--- src/rtl/ssr_pkg.sv ---
// shared constants, statistic codes and unit request/response types for the statistic reducer
`default_nettype none
package ssr_pkg;
    localparam int unsigned MAX_COUNT  = 65536;
    localparam int unsigned CNT_W      = $clog2(MAX_COUNT + 1);
    localparam int unsigned FRAC_BITS  = 16;
    localparam int unsigned MEAN_GUARD = 16;

    localparam logic signed [63:0] S64_MAX = 64'sh7FFF_FFFF_FFFF_FFFF;

    localparam logic [3:0] STAT_MEAN    = 4'd0;
    localparam logic [3:0] STAT_SUM     = 4'd1;
    localparam logic [3:0] STAT_PRODUCT = 4'd2;
    localparam logic [3:0] STAT_RMS     = 4'd3;
    localparam logic [3:0] STAT_NORM    = 4'd4;
    localparam logic [3:0] STAT_VAR     = 4'd5;
    localparam logic [3:0] STAT_STD     = 4'd6;
    localparam logic [3:0] STAT_MIN     = 4'd7;
    localparam logic [3:0] STAT_MAX     = 4'd8;
    localparam logic [3:0] STAT_ABSMAX  = 4'd9;
    localparam logic [3:0] STAT_MAGMAX  = 4'd10;

    // right shift applied after a product
    localparam logic [1:0] SH_NONE = 2'd0;
    localparam logic [1:0] SH_FRAC = 2'd1;
    localparam logic [1:0] SH_WIDE = 2'd2;

    typedef struct packed {
        logic        start;
        logic [63:0] num_mag;
        logic [32:0] den;
        logic        neg;
    } t_div_req;

    typedef struct packed {
        logic        start;
        logic [63:0] a_mag;
        logic [63:0] b_mag;
        logic [1:0]  shift;
        logic        neg;
    } t_mul_req;

    typedef struct packed {
        logic        start;
        logic [63:0] x;
    } t_sqrt_req;

    typedef struct packed {
        logic               done;
        logic signed [63:0] value;
    } t_unit_rsp;

    typedef struct packed {
        logic        done;
        logic [32:0] root;
    } t_sqrt_rsp;
endpackage
`default_nettype wire

--- src/rtl/ssr_mul.sv ---
// 64x64 magnitude multiplier over four 32x32 partial products, rounded shift and saturation
`default_nettype none
module ssr_mul (
    input  wire logic              i_clk,
    input  wire logic              i_rst_n,
    input  wire ssr_pkg::t_mul_req i_req,
    output ssr_pkg::t_unit_rsp     o_rsp
);
    logic               r_busy;
    logic               r_done;
    logic [2:0]         r_step;
    logic [63:0]        r_a;
    logic [63:0]        r_b;
    logic [1:0]         r_sh;
    logic               r_neg;
    logic [63:0]        r_pp;
    logic [127:0]       r_acc;
    logic signed [63:0] r_val;

    logic [1:0]         pk;
    logic [31:0]        a_half;
    logic [31:0]        b_half;
    logic [127:0]       pp_sh;
    logic [127:0]       rnd_sum;
    logic [127:0]       shifted;
    logic [63:0]        mag;
    logic signed [63:0] n_val;

    assign a_half = r_step[0] ? r_a[63:32] : r_a[31:0];
    assign b_half = r_step[1] ? r_b[63:32] : r_b[31:0];
    assign pk     = 2'(r_step - 3'd1);

    always_comb begin
        unique case (pk)
            2'd0:    pp_sh = {64'd0, r_pp};
            2'd1,
            2'd2:    pp_sh = {32'd0, r_pp, 32'd0};
            default: pp_sh = {r_pp, 64'd0};
        endcase
    end

    always_comb begin
        unique case (r_sh)
            ssr_pkg::SH_FRAC: begin
                rnd_sum = r_acc + (128'd1 << (ssr_pkg::FRAC_BITS - 1));
                shifted = rnd_sum >> ssr_pkg::FRAC_BITS;
            end
            ssr_pkg::SH_WIDE: begin
                rnd_sum = r_acc + (128'd1 << (2 * ssr_pkg::MEAN_GUARD - 1));
                shifted = rnd_sum >> (2 * ssr_pkg::MEAN_GUARD);
            end
            default: begin
                rnd_sum = r_acc;
                shifted = r_acc;
            end
        endcase
        mag   = (|shifted[127:63]) ? ssr_pkg::S64_MAX : shifted[63:0];
        n_val = r_neg ? -$signed(mag) : $signed(mag);
    end

    always_ff @(posedge i_clk) begin
        if (!i_rst_n) begin
            r_busy <= 1'b0;
            r_done <= 1'b0;
            r_step <= '0;
        end else begin
            r_done <= 1'b0;
            if (i_req.start) begin
                r_busy <= 1'b1;
                r_step <= '0;
                r_a    <= i_req.a_mag;
                r_b    <= i_req.b_mag;
                r_sh   <= i_req.shift;
                r_neg  <= i_req.neg;
                r_acc  <= '0;
            end else if (r_busy) begin
                // product of this step, accumulate the one from the step before
                if (r_step <= 3'd3) begin
                    r_pp <= a_half * b_half;
                end
                if (r_step >= 3'd1 && r_step <= 3'd4) begin
                    r_acc <= r_acc + pp_sh;
                end
                if (r_step == 3'd5) begin
                    r_busy <= 1'b0;
                    r_done <= 1'b1;
                    r_val  <= n_val;
                end
                r_step <= r_step + 3'd1;
            end
        end
    end

    assign o_rsp.done  = r_done;
    assign o_rsp.value = r_val;
endmodule
`default_nettype wire

--- config.mk ---
export PLATFORM = sky130hd
export DESIGN_NAME = ssr_mul
export DESIGN_NICKNAME = d
export VERILOG_FILES = /design/src/rtl/ssr_pkg.sv /design/src/rtl/ssr_mul.sv
export SDC_FILE = /design/constraint.sdc
export NUM_CORES = 2
export LEC_CHECK = 0
export BUFFER_PORTS_ARGS = -buffer_cell sky130_fd_sc_hd__buf_4
export CAP_MARGIN = 20
export CORE_MARGIN = 2
export CORE_UTILIZATION = 45
export DETAILED_ROUTE_END_ITERATION = 8
export SETUP_SLACK_MARGIN = 0.2
export SYNTH_ARGS = -nofsm -noshare
export SYNTH_HDL_FRONTEND = slang
export SYNTH_SLANG_ARGS = --single-unit
--- constraint.sdc ---
create_clock -name i_clk -period 22 [get_ports i_clk]
set_input_delay 2.2 -clock i_clk [delete_from_list [all_inputs] [get_ports i_clk]]
set_output_delay 2.2 -clock i_clk [all_outputs]
set_load 0.01 [all_outputs]
# --- Yosys cells after proc, flatten, opt, wreduce, memory -nomap -nowiden ---
# Cells that the tools add are included.
op_classes:
  n_addsub: 6
  multipliers: 1
  n_lt_le_gt_ge: 3
  eq_ne: 5
  n_mux: 12
  bitwise: 3
  n_reduce_logical: 12
op_table:
  columns: ["operator", "count"]
  rows:
  - ["$pmux 128 s2", 2]
  - ["$mux 128", 2]
  - ["$add 128x128->128", 1]
  - ["$add 128x16->128 const B", 1]
  - ["$add 128x32->128 const B", 1]
  - ["$mux 64", 2]
  - ["$reduce_or 65->1", 1]
  - ["$mul 32x32->64", 1]
  - ["$mux 32", 2]
  - ["$neg 64->64", 1]
  - ["$reduce_and 4->1", 2]
  - ["$eq 2x1->1 const B", 2]
  - ["$eq 2x2->1 const B", 2]
  - ["$mux 1", 4]
  - ["$reduce_bool 2->1", 2]
  - ["$reduce_or 2->1", 2]
  - ["$add 3x1->3 const B", 1]
  - ["$eq 3x3->1 const B", 1]
  - ["$ge 3x1->1 const B", 1]
  - ["$le 3x2->1 const B", 1]
  - ["$le 3x3->1 const B", 1]
  - ["$not 1->1", 3]
  - ["$reduce_and 3->1", 1]
  - ["$reduce_or 3->1", 1]
  - ["other kinds (4)", 4]
word_totals:
  ff_bits: 392
  input_bits: 134
  output_inout_bits: 65

# --- Depth between registers and ports, before layout ---
depth:
  word_depth: 7
  ltp_mapped: 35
  mapped_depth_nobuf: 31

# --- Least setup slack after synthesis ---
# No wires, ideal clock.
synth_timing:
  kind: "input -> register"
  startpoint: "in i_req[131] in the netlist's numbering"
  endpoint: "reg r_acc[0], enable pin"
  setup_time_ns: 0.642
  arrival_time_ns: 9.197
  required_time_ns: 21.358
  setup_slack_ns: 12.162
  cell_stages: 4
  path_cell_list: "clkbuf_1 > clkbuf_1 > and2_1 > o21bai_1"
synth_between:
  elab_chain_cells: 2
  elab_cells_between_ends: 3
synth_lines:
  columns: ["element", "line", "source"]
  rows:
  - ["start: declaration", "ssr_mul.sv:6", "input wire ssr_pkg::t_mul_req i_req,"]
  - ["$reduce_bool 2->1 (no line)", null, null]
  - ["$reduce_and 3->1 (no line) *", null, null]
  - ["end signal: assignment", "ssr_mul.sv:82", "r_acc <= r_acc + pp_sh;"]
  - ["end: declaration", "ssr_mul.sv:17", "logic [127:0] r_acc;"]
# Mark *: on every way between the ends. The rest lies on a longest branch, timed or not.
# A chain may end at the register's enable or synchronous reset.

# --- Worst setup path in the final report ---
layout_timing:
  startpoint: "reg r_step[0]"
  endpoint: "reg r_pp[63], data pin"
layout_between:
  elab_chain_cells: 2
layout_lines:
  columns: ["element", "line", "source"]
  rows:
  - ["start: declaration", "ssr_mul.sv:11", "logic [2:0] r_step;"]
  - ["start signal: assignment", "ssr_mul.sv:89", "r_step <= r_step + 3'd1;"]
  - ["$mux 32", "ssr_mul.sv:29", "assign a_half = r_step[0] ? r_a[63:32] : r_a[31:0];"]
  - ["$mul 32x32->64", "ssr_mul.sv:79", "r_pp <= a_half * b_half;"]
  - ["end signal: assignment", "ssr_mul.sv:79", null]
  - ["end: declaration", "ssr_mul.sv:16", "logic [63:0] r_pp;"]
# Every way passes these cells.

==> metrics.txt <==
Cell variety after synth 95; syn nets 8564; hold path start r_step[2]; antenna-violating nets left 0; residual DRC count 0; Area Overhead vs Synth 7.897%; endpoints failing setup 0; mean area per synthesized cell 8.850 um^2; Setup TNS 0 ns; Pins Over Slew Limit 0; CTS tree built; CP dominant cell by count fa_1; quantity of I/O buffers inserted on ports 198; hold_buf cts 0; min-delay worst type register to register; Avg WL per Cell 26.23 um; Critical Path RT 22.38 ns; number of clock sinks 392; First-pass DRT Iterations 8; final worst path period share 48.00%; vias per cell 5.952; Setup CP Type register to register; Critical Path Source Type register; initial core utilization 45.31%; Core Area 139400 um^2; die area 143300 um^2; cells after synthesis 7134; global route total overflow 0; pre-CTS worst setup slack 11.38 ns; Worst Slack Setup Final 11.44 ns; pin count of the biggest net entering global routing 84; Root Driver clkbuf_16; synthesis warning total 0; RSZ-0062 raised after global routing false; DPL Wire Length 184200 um; Post-CTS Setup Repair Bufs 0; measured slew at the worst slew-check pin 1.187 ns; Post-synth top flop edfxtp_1; GP Congestion 1.003; status finished clean; Highest Clock Rate 0.09469 GHz; num ports 199; Async SR Flop Fraction 0%; clock slew at reported path FFs 0.08 ns; Final Hold Fails 0; register area share after synthesis 18.56%; Final min period 10.56 ns; synthesized flop and latch total 392; die width 378.6 um; Slew Limit Headroom 19.19%; CP Max Fanout 52; CP arrival 10.94 ns; drt total wl 236000 um; crit path from r_step[0]; CTS resizes 0; initial antenna violation count 3; First DRT Iteration DRCs 5293; # nets final 8512; Post-synth EDFFs 387; slowest stage delay, CP 0.80 ns; CP max-delay cell buf_4; FF-to-FF Start r_step[0]; total track usage 32.94%; Rows 137; Mapped Area 63140 um^2; first-pass GRT wire length 348900 um; CTS Buffer Depth 3; clock skew 0.04908 ns; H-tree depth 2; most frequent cells in the layout 1008 x inv_1, 913 x nor2_1, 897 x fa_1; Inserted Clock Buffers 47; share of cells above drive strength 1 8.022%; Skew-Pair Late Insertion Delay 0.68 ns; max_cap viols 0; via count 53560; Chip Height 378.6 um; commonest non-fill, non-tap cell in the layout inv_1; CP Capture Type register; vias in the first global route 53610
==> cells in the mapped netlist (14+ instances only) <==
master | instances | area share (%)
or3_1 | 34 | 0.34
nor3_1 | 133 | 1.1
xor2_1 | 102 | 1.4
nor4_1 | 72 | 0.71
fa_1 | 897 | 28
a311oi_1 | 16 | 0.22
o221ai_1 | 14 | 0.19
o22ai_1 | 23 | 0.23
buf_1 | 16 | 0.095
or4_1 | 26 | 0.31
a21o_1 | 113 | 1.3
clkbuf_1 | 321 | 1.9
a211oi_1 | 18 | 0.21
and4_1 | 40 | 0.55
o211ai_1 | 19 | 0.23
mux2i_1 | 86 | 1.4
ha_1 | 399 | 7.9
o21bai_1 | 61 | 0.73
nand2b_1 | 34 | 0.34
and2_1 | 111 | 1.1
buf_2 | 51 | 0.40
a31oi_1 | 29 | 0.29
a221oi_1 | 20 | 0.28
o31ai_1 | 29 | 0.34
nor2_1 | 914 | 5.4
a21oi_1 | 300 | 2.4
nand4_1 | 142 | 1.4
xnor2_1 | 213 | 3.0
nor2b_1 | 24 | 0.24
a22o_1 | 67 | 0.93
edfxtp_1 | 387 | 18
nand3_1 | 127 | 1.0
nand2_1 | 715 | 4.3
o21a_1 | 30 | 0.36
inv_1 | 1008 | 6.0
or2_2 | 16 | 0.16
o21ai_0 | 206 | 1.6
and3_1 | 52 | 0.52
mux2_2 | 72 | 1.3
==> flip-flops by register name (all words and copies together) (netlist names) <==
signal and flops:
r_a 64, r_acc 128, r_b 64, r_busy 1
r_done 1, r_neg 1, r_pp 64, r_sh 2
r_step 3, r_val 64
==> cell families (layout without fill, tap and decap cells) <==
group | Yosys count | in the layout | synth area share (%)
other | 0 | 5 | 0
multiplexers | 158 | 158 | 2.648
AO/OA/AOI/OAI | 1058 | 1058 | 10.99
flip-flops | 392 | 392 | 18.56
buffers and inverters | 1415 | 1399 | 8.602
XOR/XNOR | 315 | 315 | 4.370
adder cells (fa/ha/maj) | 1296 | 1296 | 36.35
AND/OR/NAND/NOR | 2500 | 2500 | 18.47
==> final timing paths <==
path	end	slack (ns)	depth (start not counted)
worst max-delay path	r_pp[63]	11.44	29
worst min-delay path	r_step[2]	0.54	2
worst max register to register	r_pp[63]	11.44	29
worst min register to register	r_step[2]	0.54	2
==> stage by stage <==
| stage | hold slack [ns] | instances | cell area [um^2] | utilization, % |
|---|---|---|---|---|
| floorplan | 0.4929 | 7134 | 63140 | - |
| detailed placement | 0.5316 | 8908 | 66480 | 47.71 |
| global placement | 0.5259 | 8904 | 66410 | 47.65 |
| finish | 0.5395 | 8999 | 68120 | 48.88 |
| CTS | 0.5406 | 8993 | 68110 | 48.87 |
| global route | 0.5776 | 8994 | 68110 | 48.87 |
==> worst max-delay path: cells and delay by family (launching register included) <==
family,cells,cell delay (ns)
flip-flops,1,0.61
multiplexers,1,0.34
AO/OA/AOI/OAI,10,2.87
AND/OR/NAND/NOR,3,0.53
adder cells (fa/ha/maj),9,4.44
buffers and inverters,6,1.40
==> layer usage <==
layer  GRT usage [%]  part of all wire, %
met1           42.54                   39
met3           4.920                  8.2
met5               0               0.0051
met4           19.33                  7.4
met2           52.60                   45
==> final cells by class <==
| class | instances | area, um^2 |
|---|---|---|
| Sequential cell | 392 | 11730 |
| Fill cell | 13350 | 71240 |
| Clock inverter | 30 | 386.6 |
| Antenna cell | 5 | 12.51 |
| Tap cell | 1876 | 2347 |
| Timing Repair Buffer | 302 | 2322 |
| Clock buffer | 55 | 1237 |
| Inverter | 1012 | 3799 |
| Multi-Input combinational cell | 5327 | 46290 |
Power is left out: the tool's default activity adds up to more than one toggle a clock period on the data nets, which glitch-free logic cannot reach.
