==> config.mk <==
export PLATFORM = sky130hd
export DESIGN_NAME = ssr_div
export DESIGN_NICKNAME = d
export VERILOG_FILES = /design/src/rtl/ssr_pkg.sv /design/src/rtl/ssr_div.sv
export SDC_FILE = /design/constraint.sdc
export NUM_CORES = 1
export LEC_CHECK = 0
export BUFFER_PORTS_ARGS = -buffer_cell sky130_fd_sc_hd__clkbuf_2
export CAP_MARGIN = 20
export CORE_MARGIN = 1.5
export CORE_UTILIZATION = 55
export CTS_CLUSTER_SIZE = 10
export DETAILED_ROUTE_END_ITERATION = 7
export GPL_TIMING_DRIVEN = 0
export PLACE_DENSITY = 0.77
export RECOVER_POWER = 25
export SYNTH_ARGS = -nofsm -noshare
export SYNTH_HDL_FRONTEND = slang
export SYNTH_SLANG_ARGS = --single-unit
==> constraint.sdc <==
create_clock -name i_clk -period 6.74 [get_ports i_clk]
set_input_delay 0.674 -clock i_clk [delete_from_list [all_inputs] [get_ports i_clk]]
set_output_delay 0.674 -clock i_clk [all_outputs]
set_load 0.05 [all_outputs]
==> src/rtl/ssr_pkg.sv <==
// shared constants, statistic codes and unit request/response types for the statistic reducer
`default_nettype none
package ssr_pkg;
    localparam int unsigned MAX_COUNT  = 65536;
    localparam int unsigned CNT_W      = $clog2(MAX_COUNT + 1);
    localparam int unsigned FRAC_BITS  = 16;
    localparam int unsigned MEAN_GUARD = 16;

    localparam logic signed [63:0] S64_MAX = 64'sh7FFF_FFFF_FFFF_FFFF;

    localparam logic [3:0] STAT_MEAN    = 4'd0;
    localparam logic [3:0] STAT_SUM     = 4'd1;
    localparam logic [3:0] STAT_PRODUCT = 4'd2;
    localparam logic [3:0] STAT_RMS     = 4'd3;
    localparam logic [3:0] STAT_NORM    = 4'd4;
    localparam logic [3:0] STAT_VAR     = 4'd5;
    localparam logic [3:0] STAT_STD     = 4'd6;
    localparam logic [3:0] STAT_MIN     = 4'd7;
    localparam logic [3:0] STAT_MAX     = 4'd8;
    localparam logic [3:0] STAT_ABSMAX  = 4'd9;
    localparam logic [3:0] STAT_MAGMAX  = 4'd10;

    // right shift applied after a product
    localparam logic [1:0] SH_NONE = 2'd0;
    localparam logic [1:0] SH_FRAC = 2'd1;
    localparam logic [1:0] SH_WIDE = 2'd2;

    typedef struct packed {
        logic        start;
        logic [63:0] num_mag;
        logic [32:0] den;
        logic        neg;
    } t_div_req;

    typedef struct packed {
        logic        start;
        logic [63:0] a_mag;
        logic [63:0] b_mag;
        logic [1:0]  shift;
        logic        neg;
    } t_mul_req;

    typedef struct packed {
        logic        start;
        logic [63:0] x;
    } t_sqrt_req;

    typedef struct packed {
        logic               done;
        logic signed [63:0] value;
    } t_unit_rsp;

    typedef struct packed {
        logic        done;
        logic [32:0] root;
    } t_sqrt_rsp;
endpackage
`default_nettype wire

==> src/rtl/ssr_div.sv <==
// iterative rounded divider, two quotient bits per cycle
`default_nettype none
module ssr_div (
    input  wire logic              i_clk,
    input  wire logic              i_rst_n,
    input  wire ssr_pkg::t_div_req i_req,
    output ssr_pkg::t_unit_rsp     o_rsp
);
    logic               r_busy;
    logic               r_done;
    logic [5:0]         r_cnt;
    logic [65:0]        r_dvd;
    logic [33:0]        r_rem;
    logic [65:0]        r_quo;
    logic [32:0]        r_den;
    logic               r_neg;
    logic signed [63:0] r_val;

    logic [65:0]        n_dvd;
    logic [33:0]        n_rem;
    logic [65:0]        n_quo;
    logic [63:0]        q_sat;
    logic signed [63:0] n_val;

    always_comb begin
        n_dvd = r_dvd;
        n_rem = r_rem;
        n_quo = r_quo;
        for (int i = 0; i < 2; i++) begin
            n_rem = {n_rem[32:0], n_dvd[65]};
            n_dvd = {n_dvd[64:0], 1'b0};
            if (n_rem >= {1'b0, r_den}) begin
                n_rem = n_rem - {1'b0, r_den};
                n_quo = {n_quo[64:0], 1'b1};
            end else begin
                n_quo = {n_quo[64:0], 1'b0};
            end
        end
    end

    assign q_sat = (|r_quo[65:63]) ? ssr_pkg::S64_MAX : r_quo[63:0];
    assign n_val = r_neg ? -$signed(q_sat) : $signed(q_sat);

    always_ff @(posedge i_clk) begin
        if (!i_rst_n) begin
            r_busy <= 1'b0;
            r_done <= 1'b0;
            r_cnt  <= '0;
        end else begin
            r_done <= 1'b0;
            if (i_req.start) begin
                r_busy <= 1'b1;
                r_cnt  <= 6'd33;
                // rounding: add half the divisor before dividing
                r_dvd  <= {1'b0, {1'b0, i_req.num_mag} + 65'(i_req.den >> 1)};
                r_rem  <= '0;
                r_quo  <= '0;
                r_den  <= i_req.den;
                r_neg  <= i_req.neg;
            end else if (r_busy) begin
                if (r_cnt != 6'd0) begin
                    r_dvd <= n_dvd;
                    r_rem <= n_rem;
                    r_quo <= n_quo;
                    r_cnt <= r_cnt - 6'd1;
                end else begin
                    r_busy <= 1'b0;
                    r_done <= 1'b1;
                    r_val  <= n_val;
                end
            end
        end
    end

    assign o_rsp.done  = r_done;
    assign o_rsp.value = r_val;
endmodule
`default_nettype wire

* After elaboration in Yosys (flattened, before gate mapping) *
Index checks and enable logic that the tools add are counted.

cells by class
  bitwise gates (word level) = 4
  multiplexer cells = 20
  magnitude comparators = 2
  reductions and logical operators = 11
  add/subtract/negate cells = 5

operators by type and width
  operator             count
  $mux 66              4
  $mux 33              4
  $mux 64              2
  $ge 34x33->1         2
  $sub 33x33->33       2
  $add 64x32->65       1
  $mux 65              1
  $neg 64->64          1
  $mux 6               3
  $mux 1               6
  $reduce_and 2->1     3
  $reduce_bool 6->1    1
  $reduce_or 3->1      2
  $sub 6x1->6 const B  1
  $not 1->1            4
  $reduce_and 4->1     1
  $reduce_bool 2->1    2
  $reduce_and 3->1     1
  $reduce_or 2->1      1

storage, ports and cells
  word-level logic and storage cells = 53
  output and inout bits = 65
  bits in registers = 271

* Depth between registers and ports, before layout *
  depth in word-level cells = 6
  mapped depth = 26
  mapped depth without buffers = 23

* Least setup slack after synthesis *
No wires, ideal clock.

  kind = flip-flop to flip-flop
  start = register r_dvd[65]
  end = register r_rem[30], data pin
  required time = 6.484 ns
  slack = 0.303 ns
  library setup time = 0.256 ns
  arrival time = 6.182 ns
  cell stages (with the launch flop) = 25
  cells stage by stage = edfxtp_1 inv_1 ha_1 inv_1 fa_1 a211oi_1 nor3_1 nor2_1 o311a_1 a211oi_1 o31ai_1 clkbuf_1 mux2_2 ha_1 and4_1 and2_1 a221oi_1 o211ai_1 a21oi_1 o211ai_1 a221oi_1 o211ai_1 clkbuf_1 clkbuf_1 o211a_1

between the ends
  word-level cells in the longest chain between the ends = 6
  elaborated cells on any way between the ends = 8
  classes of those cells = add/sub (2); order compare (2); mux (4)

ends and longest elaborated chain
  element                                                RTL line                      text
  start: declaration                                     ssr_div.sv:12                 logic [65:0] r_dvd;
  start signal: assignment                               ssr_div.sv:55                 r_dvd <= {1'b0, {1'b0, i_req.num_mag} + 65'(i_req.den >> 1)};
  start signal: assignment                               ssr_div.sv:62                 r_dvd <= n_dvd;
  $sub 33x33->33 / $ge 34x33->1 (equally long branches)  ssr_div.sv:33, ssr_div.sv:32
  $mux 33 *                                              ssr_div.sv:32                 if (n_rem >= {1'b0, r_den}) begin
  $sub 33x33->33 / $ge 34x33->1 (equally long branches)  ssr_div.sv:33, ssr_div.sv:32
  $mux 33 *                                              ssr_div.sv:32
  $mux 33 *                                              ssr_div.sv:61                 if (r_cnt != 6'd0) begin
  $mux 33 *                                              ssr_div.sv:60                 end else if (r_busy) begin
  end signal: assignment                                 ssr_div.sv:63                 r_rem <= n_rem;
  end: declaration                                       ssr_div.sv:13                 logic [33:0] r_rem;

Mark *: on every way between the ends. The rest lies on a longest branch, timed or not. The select of a mux whose other input is x is not followed.
A chain may end at the register's enable or synchronous reset.

* Worst setup path in the final report *
Same ends and word-level chain as after synthesis.

==> flow_metrics.py <==
metrics = {
    "yosys": {
        "async_reset_ff_frac": 0,
        "synth_area_leaders": "sky130_fd_sc_hd__edfxtp_1, sky130_fd_sc_hd__ha_1, sky130_fd_sc_hd__xor2_1, sky130_fd_sc_hd__nor2_1, sky130_fd_sc_hd__a21oi_1",
        "netlist-cell-type-count": 69,
        "syn-mean-instance-area_um2": 10.1,
        "synthesis.nets": 1954,
        "synth_enable_flop_cells": 263,
        "netlist_instances": 1749,
        "synth_seq_cells": 271,
        "yosys_warnings": 0,
        "synthFlopType": "sky130_fd_sc_hd__edfxtp_1",
        "netlist.top_cell.by_area": "sky130_fd_sc_hd__edfxtp_1",
        "post-synth-top-area-fraction": 0.449,
        "post_synth_instance_area_um2": 17600,
        "yosysSeqAreaShare": 0.458,
    },
    "placed_design": {
        "port-buffer-count": 164,
        "hpwlAfterDp_um": 33500,
        "gpl.final_weighted_congestion": 0.914,
        "worst_slack_placed_ps": -1740,
        "placed_cell_area_um2": 19000,
        "place.detailed.instances": 2319,
    },
    "critical_path": {
        "path_max_fanout": 10,
        "r2r_cells": 25,
        "critPathRequiredTime_ps": 7010,
        "worstSetupStartpointType": "flip-flop",
        "cp.arrival_ps": 6710,
        "setup.worst_path.end_class": "flip-flop",
        "setup.worst_path.class": "flip-flop to flip-flop",
    },
    "finish": {
        "layout.filler_cells": 2611,
        "insertedDiodeCount": 0,
        "multi_input_comb_area_um2": 9070,
        "seqCellArea_um2": 8060,
        "area.growth.synth_to_final_pct": 13.8,
        "nNetsFinal": 2167,
        "final_cells": 2379,
        "final_area_um2": 20000,
        "post_route_cells_drive_above_1_share": 0.102,
    },
    "grt": {
        "grt_usage": 0.275,
        "grt_use_met2": 0.452,
        "grtUsageMet3": 0.0387,
        "vias_in_the_first_global_route": 14015,
        "groute.layer.met1.usage": 0.378,
        "antenna_found_initial": 0,
        "grt_start_max_net_pins": 69,
        "grt_most_used_layer": "met2",
        "grt_pass1_wl_um": 72800,
        "grt_overflow": 0,
    },
    "outcome": {
        "outcome": "complete, no violations",
    },
    "routing": {
        "via_count": 14447,
        "routed_via_density": 6.07,
        "drt_iter0_markers": 1411,
        "routed_wire_length_um": 45500,
        "detail-route-antenna-nets": 0,
        "route.detailed.wl_per_inst_um": 19.1,
        "detail_route.drc_violations": 0,
        "drt-pass1-iter-count": 7,
    },
    "timing": {
        "setup_violations": 0,
        "rsz_0062_raised_after_global_routing": "false",
        "worst_slack_ps": 299,
        "tightest_slew_ps": 927,
        "totalNegativeSetupSlack_ps": 0,
        "final_max_slew_viol_count": 0,
        "fin_crit_sh": 0.956,
        "timing.final.crit_period_ps": 6440,
        "timing.slew.headroom": 0.366,
        "peak_freq_mhz": 155,
        "finalHoldViolations": 0,
        "skew_ps": 21.8,
    },
    "floorplan": {
        "die_width_um": 182,
        "ios": 166,
        "core_area_um2": 31600,
        "die_span_in_y_um": 182,
        "initial_utilization": 0.557,
        "placementRows": 65,
        "die_area_um2": 33100,
    },
    "cts": {
        "cts_root_buffer": "sky130_fd_sc_hd__clkbuf_16",
        "clk_transition_reported_paths_ps": 60,
        "cts-root-to-sink-buffers": 3,
        "cts-buffers-inserted": 34,
        "numClockSinks": 271,
        "tritoncts": "yes",
        "skew_pair_late_insertion_delay_ps": 530,
        "cts_hold_repair.buffers": 0,
        "htree_num_levels": 2,
    },
    "min_path": {
        "min_path_type": "input pin to flip-flop",
        "worstHoldPathCells": 1,
    },
    "power": {
        "power-per-cell-area_nw_per_um2": 461,
        "power_mw": 9.23,
        "irDropWorstVdd_uv": 275,
        "power.static_leakage_nw": 7.78,
    },
    "flow_run": {
        "timing.max_cap.violations": 0,
    },
}
## final cells by class
cell class | instances | area share
Multi-Input combinational cell | 1345 | 0.453
Sequential cell | 271 | 0.403
Clock buffer | 43 | 0.0442
Timing Repair Buffer | 178 | 0.0436
Tap cell | 402 | 0.0251
Buffer | 67 | 0.0148
Inverter | 65 | 0.0122
Clock inverter | 8 | 0.00425
## routing by layer
layer  part of all wire  vias to the layer above  wire length, µm
li1                   -                     6933                -
met1               0.44                     6803            20100
met2               0.47                      619            21200
met3              0.068                       92             3110
met4              0.025                        0             1140
met5                  0                        -                0
## final timing paths
kind / start / to / slack, ps
setup / recovery: r_dvd[65]$_SDFFCE_PP0P_ / r_rem[30]$_SDFFCE_PP0P_ / 300
hold / removal: i_req[24] / r_den[23]$_DFFE_PP_ / 410
setup reg to reg: r_dvd[65]$_SDFFCE_PP0P_ / r_rem[30]$_SDFFCE_PP0P_ / 300
hold reg to reg: r_busy$_SDFF_PN0_ / r_done$_SDFF_PP0_ / 510
## metrics by stage
step	utilization	hold WS, ps
3_3_place_gp	0.599	494
4_1_cts	0.635	351
2_1_floorplan	-	470
3_5_place_dp	0.602	496
6_report	0.634	412
5_1_grt	0.634	394
## synthesized netlist by cell type (14+ instances only)
library cell               instances
sky130_fd_sc_hd__a211oi_1         18
sky130_fd_sc_hd__a21o_1           43
sky130_fd_sc_hd__a21oi_1         129
sky130_fd_sc_hd__a221o_1          14
sky130_fd_sc_hd__and3_1           22
sky130_fd_sc_hd__clkbuf_1         56
sky130_fd_sc_hd__edfxtp_1        263
sky130_fd_sc_hd__ha_1            101
sky130_fd_sc_hd__inv_1            65
sky130_fd_sc_hd__mux2_2           27
sky130_fd_sc_hd__mux2i_1          24
sky130_fd_sc_hd__nand2_1         125
sky130_fd_sc_hd__nand3_1          22
sky130_fd_sc_hd__nand4_1          14
sky130_fd_sc_hd__nor2_1          186
sky130_fd_sc_hd__nor2b_1          76
sky130_fd_sc_hd__nor3_1           35
sky130_fd_sc_hd__o211ai_1         15
sky130_fd_sc_hd__o21a_1           25
sky130_fd_sc_hd__o21ai_0         110
sky130_fd_sc_hd__o311ai_0         27
sky130_fd_sc_hd__o31ai_1          15
sky130_fd_sc_hd__or3_1            22
sky130_fd_sc_hd__xnor2_1          54
sky130_fd_sc_hd__xor2_1           94
## state kept, by name (all words and copies together), names as in the netlist
| signal | flops |
|---|---|
| r_dvd | 66 |
| r_quo | 66 |
| r_val | 64 |
| r_den | 33 |
| r_rem | 33 |
| r_cnt | 6 |
| r_busy | 1 |
| r_done | 1 |
| r_neg | 1 |
## worst max-delay path, cell delays in order (launching register included)
cell and delay [ps]:
sky130_fd_sc_hd__edfxtp_1 420, sky130_fd_sc_hd__inv_1 80, sky130_fd_sc_hd__ha_1 160, sky130_fd_sc_hd__inv_1 60, sky130_fd_sc_hd__fa_1 450, sky130_fd_sc_hd__a211oi_2 260
sky130_fd_sc_hd__nor3_1 100, sky130_fd_sc_hd__nor2_1 140, sky130_fd_sc_hd__o311a_1 250, sky130_fd_sc_hd__a211oi_2 120, sky130_fd_sc_hd__o31ai_2 320, sky130_fd_sc_hd__buf_4 230
sky130_fd_sc_hd__buf_6 190, sky130_fd_sc_hd__mux2_2 380, sky130_fd_sc_hd__ha_1 350, sky130_fd_sc_hd__and4_1 290, sky130_fd_sc_hd__and2_1 210, sky130_fd_sc_hd__a221oi_4 340
sky130_fd_sc_hd__o211ai_1 180, sky130_fd_sc_hd__a21oi_2 220, sky130_fd_sc_hd__o211ai_1 140, sky130_fd_sc_hd__a221oi_2 360, sky130_fd_sc_hd__o211ai_1 230, sky130_fd_sc_hd__clkbuf_8 220
sky130_fd_sc_hd__clkbuf_4 220, sky130_fd_sc_hd__o211a_1 250
## logic make-up after synthesis
| logic type | count (synthesis) | share of synthesized area |
|---|---|---|
| buffers and inverters | 133 | 0.0292 |
| XOR/XNOR | 148 | 0.0737 |
| adder cells (fa/ha/maj) | 104 | 0.0753 |
| flip-flops | 271 | 0.458 |
| AND/OR/NAND/NOR | 573 | 0.159 |
| AO/OA/AOI/OAI | 469 | 0.173 |
| multiplexers | 51 | 0.0309 |
## repair_timing
| item | CTS | global route |
|---|---|---|
| gates resized for setup | 17 | 8 |
| pin swaps | 4 | 5 |
| setup endpoints to repair | 34 | 33 |
| buffers inserted | 3 | 5 |
## cells in the final DEF (no fill, tap or decap), drive strengths merged, types with 9 or more instances in the layout
master / instances
o21ai: 110
buf: 25
a21o: 43
and2: 9
o21bai: 10
mux2: 27
o31ai: 15
inv: 65
nor3: 35
a211oi: 18
o211ai: 15
nand2: 125
nand2b: 13
xor2: 94
ha: 101
nor4: 11
clkbuf: 263
nor2b: 76
edfxtp: 263
nor2: 186
mux2i: 24
and3: 22
nand3: 22
xnor2: 54
nand4: 14
o311ai: 27
a21oi: 129
or3: 24
a221o: 14
o2111ai: 10
o21a: 25
## power breakdown
part           internal (mW)  switching, mW
registers               2.18          0.106
clock network          0.929          0.708
logic                   2.18           3.12
total                   5.29           3.94
Note: power is estimated with default switching activity, not from simulation.
