**src/rtl/ssr_pkg.sv**
```systemverilog
// shared constants, statistic codes and unit request/response types for the statistic reducer
`default_nettype none
package ssr_pkg;
    localparam int unsigned MAX_COUNT  = 65536;
    localparam int unsigned CNT_W      = $clog2(MAX_COUNT + 1);
    localparam int unsigned FRAC_BITS  = 16;
    localparam int unsigned MEAN_GUARD = 16;

    localparam logic signed [63:0] S64_MAX = 64'sh7FFF_FFFF_FFFF_FFFF;

    localparam logic [3:0] STAT_MEAN    = 4'd0;
    localparam logic [3:0] STAT_SUM     = 4'd1;
    localparam logic [3:0] STAT_PRODUCT = 4'd2;
    localparam logic [3:0] STAT_RMS     = 4'd3;
    localparam logic [3:0] STAT_NORM    = 4'd4;
    localparam logic [3:0] STAT_VAR     = 4'd5;
    localparam logic [3:0] STAT_STD     = 4'd6;
    localparam logic [3:0] STAT_MIN     = 4'd7;
    localparam logic [3:0] STAT_MAX     = 4'd8;
    localparam logic [3:0] STAT_ABSMAX  = 4'd9;
    localparam logic [3:0] STAT_MAGMAX  = 4'd10;

    // right shift applied after a product
    localparam logic [1:0] SH_NONE = 2'd0;
    localparam logic [1:0] SH_FRAC = 2'd1;
    localparam logic [1:0] SH_WIDE = 2'd2;

    typedef struct packed {
        logic        start;
        logic [63:0] num_mag;
        logic [32:0] den;
        logic        neg;
    } t_div_req;

    typedef struct packed {
        logic        start;
        logic [63:0] a_mag;
        logic [63:0] b_mag;
        logic [1:0]  shift;
        logic        neg;
    } t_mul_req;

    typedef struct packed {
        logic        start;
        logic [63:0] x;
    } t_sqrt_req;

    typedef struct packed {
        logic               done;
        logic signed [63:0] value;
    } t_unit_rsp;

    typedef struct packed {
        logic        done;
        logic [32:0] root;
    } t_sqrt_rsp;
endpackage
`default_nettype wire

```
**src/rtl/ssr_sqrt.sv**
```systemverilog
// bit-serial rounded integer square root, one result bit per cycle
`default_nettype none
module ssr_sqrt (
    input  wire logic               i_clk,
    input  wire logic               i_rst_n,
    input  wire ssr_pkg::t_sqrt_req i_req,
    output ssr_pkg::t_sqrt_rsp      o_rsp
);
    logic        r_busy;
    logic        r_done;
    logic [5:0]  r_cnt;
    logic [63:0] r_v;
    logic [63:0] r_r;
    logic [63:0] r_bit;
    logic [32:0] r_root;

    logic [63:0] trial;
    logic [63:0] n_v;
    logic [63:0] n_r;

    always_comb begin
        trial = r_r + r_bit;
        if (r_v >= trial) begin
            n_v = r_v - trial;
            n_r = (r_r >> 1) + r_bit;
        end else begin
            n_v = r_v;
            n_r = r_r >> 1;
        end
    end

    always_ff @(posedge i_clk) begin
        if (!i_rst_n) begin
            r_busy <= 1'b0;
            r_done <= 1'b0;
            r_cnt  <= '0;
        end else begin
            r_done <= 1'b0;
            if (i_req.start) begin
                r_busy <= 1'b1;
                r_cnt  <= 6'd32;
                r_v    <= i_req.x;
                r_r    <= '0;
                r_bit  <= 64'd1 << 62;
            end else if (r_busy) begin
                if (r_cnt != 6'd0) begin
                    r_v   <= n_v;
                    r_r   <= n_r;
                    r_bit <= r_bit >> 2;
                    r_cnt <= r_cnt - 6'd1;
                end else begin
                    // remainder above the root means rounding up
                    r_busy <= 1'b0;
                    r_done <= 1'b1;
                    r_root <= (r_v > r_r) ? 33'(r_r[31:0]) + 33'd1 : 33'(r_r[31:0]);
                end
            end
        end
    end

    assign o_rsp.done = r_done;
    assign o_rsp.root = r_root;
endmodule
`default_nettype wire

```
**config.mk**
```make
export PLATFORM = sky130hd
export DESIGN_NAME = ssr_sqrt
export DESIGN_NICKNAME = d
export VERILOG_FILES = /design/src/rtl/ssr_pkg.sv /design/src/rtl/ssr_sqrt.sv
export SDC_FILE = /design/constraint.sdc
export NUM_CORES = 1
export LEC_CHECK = 0
export ABC_AREA = 1
export BUFFER_PORTS_ARGS = -buffer_cell sky130_fd_sc_hd__buf_2
export CAP_MARGIN = 0
export CORE_MARGIN = 8
export CORE_UTILIZATION = 65
export DETAILED_ROUTE_END_ITERATION = 8
export GPL_TIMING_DRIVEN = 0
export PLACE_DENSITY = 0.83
export RECOVER_POWER = 100
export SETUP_SLACK_MARGIN = 0.1
export SYNTH_ARGS = -nofsm -noshare
export SYNTH_HDL_FRONTEND = slang
export SYNTH_SLANG_ARGS = --single-unit
export TNS_END_PERCENT = 1
```
**constraint.sdc**
```tcl
create_clock -name i_clk -period 13.25 [get_ports i_clk]
set_input_delay 0.6625 -clock i_clk [delete_from_list [all_inputs] [get_ports i_clk]]
set_output_delay 0.6625 -clock i_clk [all_outputs]
set_load 0.005 [all_outputs]
```
---- Word-level counts from Yosys, hierarchy flattened ----
Cells that the tools add are included.
storage, ports and cells
  flip-flop bits (word level) ............. 233
  bits of input ports ..................... 67
  output and inout bits ................... 34
operators by class
  bitwise logic cells ..................... 4
  reduce and logical (&&, ||, !) cells .... 11
  mux-type cells .......................... 17
  $add $sub $neg .......................... 5
  $lt $le $gt $ge ......................... 2
operators by type and width
  operator               count
  $mux 64                9
  $add 63x64->64         1
  $add 64x64->64         1
  $ge 64x64->1           1
  $gt 64x64->1           1
  $sub 64x64->64         1
  $add 32x1->33 const B  1
  $mux 32                1
  $mux 6                 3
  $reduce_and 4->1       2
  $reduce_bool 2->1      3
  $reduce_bool 6->1      1
  $sub 6x1->6 const B    1
  $mux 1                 4
  $not 1->1              4
  $reduce_and 2->1       2
  $reduce_and 3->1       1
  $reduce_or 3->1        1
  $reduce_or 2->1        1

---- Depth between registers and ports, before layout ----
Gate-level depths: netlist (run 1).
  word-level depth ........................ 6
  mapped depth ............................ 29
  depth with buffers taken out ............ 28

---- Worst setup path after synthesis (run 1) ----
No wires, ideal clock.
  path kind ............................... input port to flip-flop
  start ................................... input port i_req[64] in the netlist's numbering
  end ..................................... register r_v[0], enable pin
  required time ........................... 12.832 ns
  stages .................................. 5
  path slack .............................. 2.320 ns
  arrival ................................. 10.512 ns
  setup time .............................. 0.418 ns
  path through ............................ clkbuf_1 -> inv_1 -> a21boi_0 -> o21ai_0 -> inv_1
on the way
  word-level cells in the longest chain between the ends .. 2
ends and longest elaborated chain
  item                          RTL line        text
  start: declaration            ssr_sqrt.sv:6   input wire ssr_pkg::t_sqrt_req i_req,
  $reduce_bool 2->1 (no line)   -
  $reduce_and 4->1 (no line) *  -
  end signal: assignment        ssr_sqrt.sv:42  r_v <= i_req.x;
  end signal: assignment        ssr_sqrt.sv:47  r_v <= n_v;
  end: declaration              ssr_sqrt.sv:12  logic [63:0] r_v;
Every way passes the cells marked *; elsewhere a longest branch is shown, timed or not.
A chain may end at the register's enable or synchronous reset.

---- Final worst setup path (run 1) ----
  start ................................... register r_bit[10]
  end ..................................... register r_v[54], enable pin
on the way
  word-level cells in the longest chain between the ends .. 4
ends and longest elaborated chain
  item                         RTL line        text
  start: declaration           ssr_sqrt.sv:14  logic [63:0] r_bit;
  start signal: assignment     ssr_sqrt.sv:44  r_bit <= 64'd1 << 62;
  start signal: assignment     ssr_sqrt.sv:49  r_bit <= r_bit >> 2;
  $add 64x64->64               ssr_sqrt.sv:22  trial = r_r + r_bit;
  $ge 64x64->1                 ssr_sqrt.sv:23  if (r_v >= trial) begin
  $reduce_bool 2->1 (no line)  -
  $reduce_and 4->1 (no line)   -
No other way between the ends.

==> impl_results.md, run 1 <==
* Type of the worst min-delay path: in -> reg
* Hpwl dp at 72700 µm
* Ys Warns at 0
* Routed wire length at 89500 µm
* Worst-margin pin slew at 3.24 ns
* CTS tree: done
* # diodes at 0
* CP Max Fanout at 64
* RSZ-0062 raised after global routing: no
* Die area at 43900 µm²
* Top-area cell type share of the netlist area at 0.248
* Psw at 1450 µW
* IR drop worst, VDD at 0.134 mV
* Most frequent cells in the layout: nand2_1 (1617), inv_1 (653), nor2_1 (404), nand3_1 (258), ha_1 (197)
* Max-Cap Viols at 5
* Multi-input gate area at 15500 µm²
* Crit Path Category: reg -> reg
* Mean post-synth cell area at 5.97 µm²
* Routed WL per cell at 19.0 µm
* Startpoint Class: flip-flop
* Skew-Pair Late Insertion Delay at 0.58 ns
* EDFF count, synth at 193
* Vias in the first global route at 25300
* Worst Skew at 0.0129 ns
* GP Congestion at 1.07
* Top cells by area, synth: nand2_1 (25%), edfxtp_1 (24%), ha_1 (10%)
* Worst slack at placement at 7.96 ns
* Clock share of power at 0.223
* Reg power frac at 0.277
* Violated checks: max-capacitance violations, max-slew violations
* Max Slew Vio Count at 132
* Status: finished, violations left
* Endpoints failing setup at 0
* Starting Density at 0.653
* Clock buffer count from CTS at 26
* Final WS setup at 4.91 ns
* Clk buf depth at 3
* WP data arrival at 7.66 ns
* Die height at 210 µm
* FFs w/ async S/R, synth at 0
* Synthesized Nets at 4347
* Placed Area at 25600 µm²
* Commonest non-fill, non-tap cell in the layout: nand2_1
* DR vias/cell at 5.79
* Pwr dens at 119 nW/µm²
* Min Tclk post-route at 8.34 ns
* Site row count at 71
* Power consumption at 3120 µW
* Setup Fix Bufs, Post-CTS at 0
* I/O pins at 101
* Internal at 1680 µW
* Period utilisation layout at 0.629
* Starting DRT DRC Count at 3317
* Final hold viol count at 0
* Switching part of the total at 0.463
* Residual DRC at 0
* Seq/Total Area, Yosys at 0.245
* Relative slew slack at -1.17
* Cts repair resizes at 0
* Area Overhead vs Synth at 7.46%
* Post-Syn Instances at 4082
* Core Box Area at 37300 µm²
* Clock root cell: clkbuf_16
* Fin area at 26200 µm²
* Grt ovf at 0
* H-tree depth at 1
* Port-buffer cells at 100
* Post-Syn Area at 24400 µm²
* CP Capture Type: flip-flop
* Layout cells sized above 1 at 0.0439
* Largest net degree at the start of global routing at 65
* Synth area leader: nand2_1
* FF+latch count, synth at 201
* Fillers at 3471
* First-pass DRT Iterations at 9
* Clock sink count at 201
* Comb pwr share at 0.500
* Post-CTS Hold Buffers at 0
* GRT Util Overall at 0.394
* Data required time of the critical path at 12.57 ns
* Die Wd at 210 µm
* Vias at 27300
* # nets final at 4481
* Library cells used by synthesis at 48
* Post-DRT Antenna Nets at 0
* Reg clk slew, reported paths at 0.06 ns
* LEAKAGE at 0.0137 µW
* Most used DFF post-synth: edfxtp_1
* Initial antenna violation count at 2
* TNS Setup at 0 ns
* Flip-flop and latch area at 5960 µm²
* First-pass GRT wire length at 135000 µm
* Max Fclk at 120 MHz
[kinds of logic after synthesis]
kind of cell	Yosys count	share of synthesized area
flops	201	0.245
compound gates	367	0.0802
xor+xnor	125	0.0450
simple gates	2458	0.411
buf+inv	733	0.117
fa+ha+maj	198	0.102
[state kept, by name, indices dropped and copies added (netlist names)]
signal / count
r_bit: 32
r_done: 1
r_cnt: 6
r_v: 64
r_r: 64
r_busy: 1
r_root: 33
[worst paths after layout]
path	startpoint	to	slack (ns)	cells past startpoint
min	i_req[35]	r_v[35]$_DFFE_PP_	0.35	3
max reg2reg	r_bit[10]$_SDFFCE_PP0P_	r_v[54]$_DFFE_PP_	4.91	19
min reg2reg	r_cnt[0]$_SDFFE_PP0P_	r_cnt[0]$_SDFFE_PP0P_	0.48	2
max	r_bit[10]$_SDFFCE_PP0P_	r_v[54]$_DFFE_PP_	4.91	19
[layer usage]
metal  wire length, µm  global-route usage  up-vias  part of all wire
li1                  -                   -    13100                 -
met1             34300               0.506    12100              0.38
met2             38800               0.629     1728              0.43
met3             10900              0.0719      304              0.12
met4              5380               0.202        4             0.060
met5                23                   0        -           0.00026
[critical path: stages, from the launching register on]
cell,delay [ns]
edfxtp_1,0.50
ha_1,0.38
nand2_1,0.13
o21ai_0,0.37
nor2_1,0.09
nand2_1,0.06
o21ai_0,0.17
o21ai_0,0.68
nand3b_1,0.26
nand3_1,0.15
nand2_1,0.10
ha_1,0.38
a21oi_1,0.20
o21ai_0,0.16
a21oi_1,0.19
nand2_1,0.10
a21oi_1,0.18
nand2_1,0.22
o21ai_0,0.26
clkinvlp_2,2.45
[Yosys cell counts, types with 12 or more instances]
| master | count |
|---|---|
| nand2_1 | 1612 |
| inv_1 | 652 |
| nor2_1 | 403 |
| nand3_1 | 258 |
| ha_1 | 197 |
| edfxtp_1 | 193 |
| a21oi_1 | 175 |
| o21ai_0 | 145 |
| xor2_1 | 88 |
| nor3_1 | 50 |
| buf_2 | 37 |
| xnor2_1 | 37 |
| nand4_1 | 33 |
| clkbuf_1 | 28 |
| nand3b_1 | 28 |
| nand2_2 | 18 |
| nor4_1 | 15 |
| o21bai_1 | 15 |
| o21a_1 | 12 |
[per-stage QoR]
step | utilization | hold slack [ns] | cells
6_report | 0.701 | 0.349 | 4709
2_1_floorplan | - | 0.445 | 4082
3_3_place_gp | 0.682 | 0.453 | 4656
4_1_cts | 0.708 | 0.341 | 4709
5_1_grt | 0.701 | 0.365 | 4709
3_5_place_dp | 0.686 | 0.476 | 4662
[final cells by class]
| class | instances | area share |
|---|---|---|
| flip-flops and latches | 201 | 0.228 |
| clock inverters | 12 | 0.00311 |
| plain buffers | 76 | 0.0128 |
| multi-input cells | 3148 | 0.593 |
| repair buffers | 106 | 0.0189 |
| inverters | 657 | 0.0943 |
| clock buffers | 35 | 0.0281 |
| well taps | 474 | 0.0227 |
[power by group through the flow]
stage,clock (µW),sequential [µW],combinational [µW]
after CTS,695,855,1520
final,697,865,1560
after global placement,0,876,1470
after floorplan,0,843,1100
after global routing,711,866,1730
after detailed placement,0,867,1510
Power figures use the tool's default switching activity.
==> inputs of run 2 (changes only) <==
Settings changed: CORE_UTILIZATION 65 to 58, PLACE_DENSITY 0.83 to 0.79.
Clock period 13.25 ns to 6.9 ns, I/O delays scaled along.
==> run 2 against run 1 <==
Compared with the run above: the flow still finishes with violations (max-capacitance violations, max-slew violations); via count shrank 1.9%; final cell count is 1.4% higher; clock power up 120%; utilization down 6.7 points; clock skew grew 0.016 ns; die area up 11%; routed wire length increased by 1.4%; sequential share of layout area down 0.22 points; sequential power up 91%; hold slack got worse by 0.33 ns.
==> impl_results.md, run 2 (synthesis gave the netlist of run 1 again) <==
* Min Tclk post-route at 6.18 ns
* First-pass DRT Iterations at 6 (-3)
* H-tree depth at 1 (unchanged)
* Clock root cell: clkbuf_16
* R2R Path Start: r_cnt[0]$_SDFFE_PP0P_
* Reg-to-reg setup timing slack at 0.77 ns (-4.14 ns)
* Worst Skew at 0.0290 ns (+0.0161 ns)
* WP data arrival at 6.46 ns (-1.20 ns)
* Layout cells sized above 1 at 0.0458 (+0.00187)
* Hpwl dp at 74700 µm (+2.8%)
* Routed wire length at 90700 µm (+1.4%)
* I/O pins at 101 (unchanged)
* Vias in the first global route at 25000 (-1.0%)
* Power consumption at 6190 µW (+98%)
* Clock sink count at 201 (unchanged)
* CP Capture Type: flip-flop
* Setup Fix Bufs, Post-CTS at 0 (unchanged)
* RSZ-0062 raised after global routing: no
* Site row count at 75 (+5.6%)
* Endpoints failing setup at 0 (unchanged)
* GP Congestion at 1.05 (-1.7%)
* Die height at 221 µm (+5.4%)
* Switching part of the total at 0.456 (-0.00758)
* CP Capture Point: r_bit[58]$_SDFFCE_PP0P_
* Pwr dens at 234 nW/µm² (+96%)
* Port-buffer cells at 100 (unchanged)
* Top Registers: r_r: 64 flops, r_v: 64 flops, r_root: 33 flops
* FF-to-FF path depth at 9 (-10)
* Max-Cap Viols at 4 (-1)
* Clock buffer count from CTS at 26 (unchanged)
* Clk buf depth at 3 (unchanged)
* Type of the worst min-delay path: in -> reg
* Residual DRC at 0 (unchanged)
* IR drop worst, VDD at 0.230 mV (+72%)
* Max Fclk at 162 MHz
* # diodes at 0 (unchanged)
* Grt ovf at 0 (unchanged)
* Vias at 26700 (-1.9%)
* Initial antenna violation count at 1 (-1)
* Reg clk slew, reported paths at 0.06 ns (about the same)
* Violated checks: max-capacitance violations, max-slew violations
* Clock share of power at 0.245 (+0.022)
* Core Box Area at 41700 µm² (+12%)
* Starting Density at 0.585 (-0.0682)
* Max Slew Vio Count at 61 (-54%)
* First-pass GRT wire length at 138000 µm (+2.1%)
* Status: finished, violations left
* Startpoint Class: primary input
* Routed WL per cell at 19.0 µm (about the same)
* Largest net degree at the start of global routing at 65 (unchanged)
* CTS tree: done
* LEAKAGE at 0.0138 µW (+0.76%)
* # nets final at 4482 (+0.022%)
* Critical path launch point: i_req[64]
* Crit Path Category: in -> reg
* Die Wd at 221 µm (+5.4%)
* Comb pwr share at 0.488 (-0.012)
* Starting DRT DRC Count at 3027 (-8.7%)
* CP Max Fanout at 28 (-56%)
* Period utilisation layout at 0.896
* Reg2reg end: r_bit[58]$_SDFFCE_PP0P_
* DR vias/cell at 5.60 (-3.3%)
* Skew-Pair Late Insertion Delay at 0.60 ns (+0.02 ns)
* Final hold viol count at 0 (unchanged)
* Die area at 48800 µm² (+11%)
* Relative slew slack at -0.163 (+1.01)
* Area Overhead vs Synth at 8.52%
* Worst-margin pin slew at 1.74 ns (-1.49 ns)
* Reg power frac at 0.267 (-0.010)
* Commonest non-fill, non-tap cell in the layout: nand2_1
* Most frequent cells in the layout: nand2_1 (1623), inv_1 (652), nor2_1 (406), nand3_1 (258), ha_1 (197)
* GRT Util Overall at 0.360 (-0.0343)
* Final core occ at 0.634 (-0.0671)
* Psw at 2820 µW (+95%)
* Post-DRT Antenna Nets at 0 (unchanged)
* Internal at 3370 µW (+100%)
* Data required time of the critical path at 7.18 ns (-5.39 ns)
-- run 2: cell types whose count changed in the layout (fill, tap and decap cells not counted), moves of 4 or more --
cell,before,now
clkinv_2,3,7
buf_6,0,5
bufinv_16,0,5
clkbuf_1,72,61
clkbuf_8,5,0
nand2_1,1617,1623
nand2_2,13,7
-- run 2: critical path, stage by stage --
cell	delay, ns
clkbuf_1	0.26
clkbuf_1	0.56
inv_1	0.32
a21boi_0	1.10
clkbuf_1	1.24
clkbuf_1	1.18
clkbuf_1	1.13
buf_16	0.27
-- run 2: power groups by stage --
stage / logic [µW] / registers, µW / clock network, µW
CTS: 2950 / 1640 / 1520
global placement: 2880 / 1670 / 0
finish: 3020 / 1650 / 1510
global route: 3360 / 1660 / 1560
detailed placement: 2930 / 1670 / 0
floorplan: 2120 / 1610 / 0
-- run 2: cell type report --
class,count,area (µm²)
repair buffers,107,528
multi-input cells,3148,15500
fillers,4206,15200
plain buffers,76,384
inverters,657,2470
well taps,539,674
clock inverters,21,277
clock buffers,27,654
flip-flops and latches,201,5960
-- run 2: metrics by stage --
stage	hold slack, ns	setup slack (ns)	TNS, ns	cells	cell area, µm²
CTS	0.00744	1.53	0	4776	26600
global placement	0.456	-1.80	-114.64	4721	25500
global route	0.0299	0.664	0	4776	26400
detailed placement	0.466	1.55	0	4727	25700
finish	0.0204	0.716	0	4776	26400
floorplan	0.444	1.13	0	4082	24400
-- run 2: layer usage --
metal | GRT usage | vias to the layer above | routed length (µm)
li1 | - | 13100 | -
met1 | 0.478 | 12000 | 37600
met2 | 0.584 | 1361 | 39700
met3 | 0.0520 | 228 | 9030
met4 | 0.142 | 2 | 4340
met5 | 0 | - | 13
-- run 2: worst min path at each step --
stage / start / end / slack, ns / depth (start not counted)
finish: i_req[9] / r_v[9]$_DFFE_PP_ / 0.02 / 3
global route: i_req[25] / r_v[25]$_DFFE_PP_ / 0.03 / 3
CTS: i_req[16] / r_v[16]$_DFFE_PP_ / 0.007 / 3
detailed placement: r_cnt[0]$_SDFFE_PP0P_ / r_cnt[0]$_SDFFE_PP0P_ / 0.47 / 2
global placement: r_cnt[0]$_SDFFE_PP0P_ / r_cnt[0]$_SDFFE_PP0P_ / 0.46 / 2
floorplan: i_req[64] / r_bit[62]$_SDFFCE_PP1P_ / 0.44 / 0
-- run 2: repair_timing --
item	in CTS	in global routing
gates resized for setup	0	0
hold endpoints to repair	1	0
hold buffers	1	0
endpoints found under the setup margin	0	0
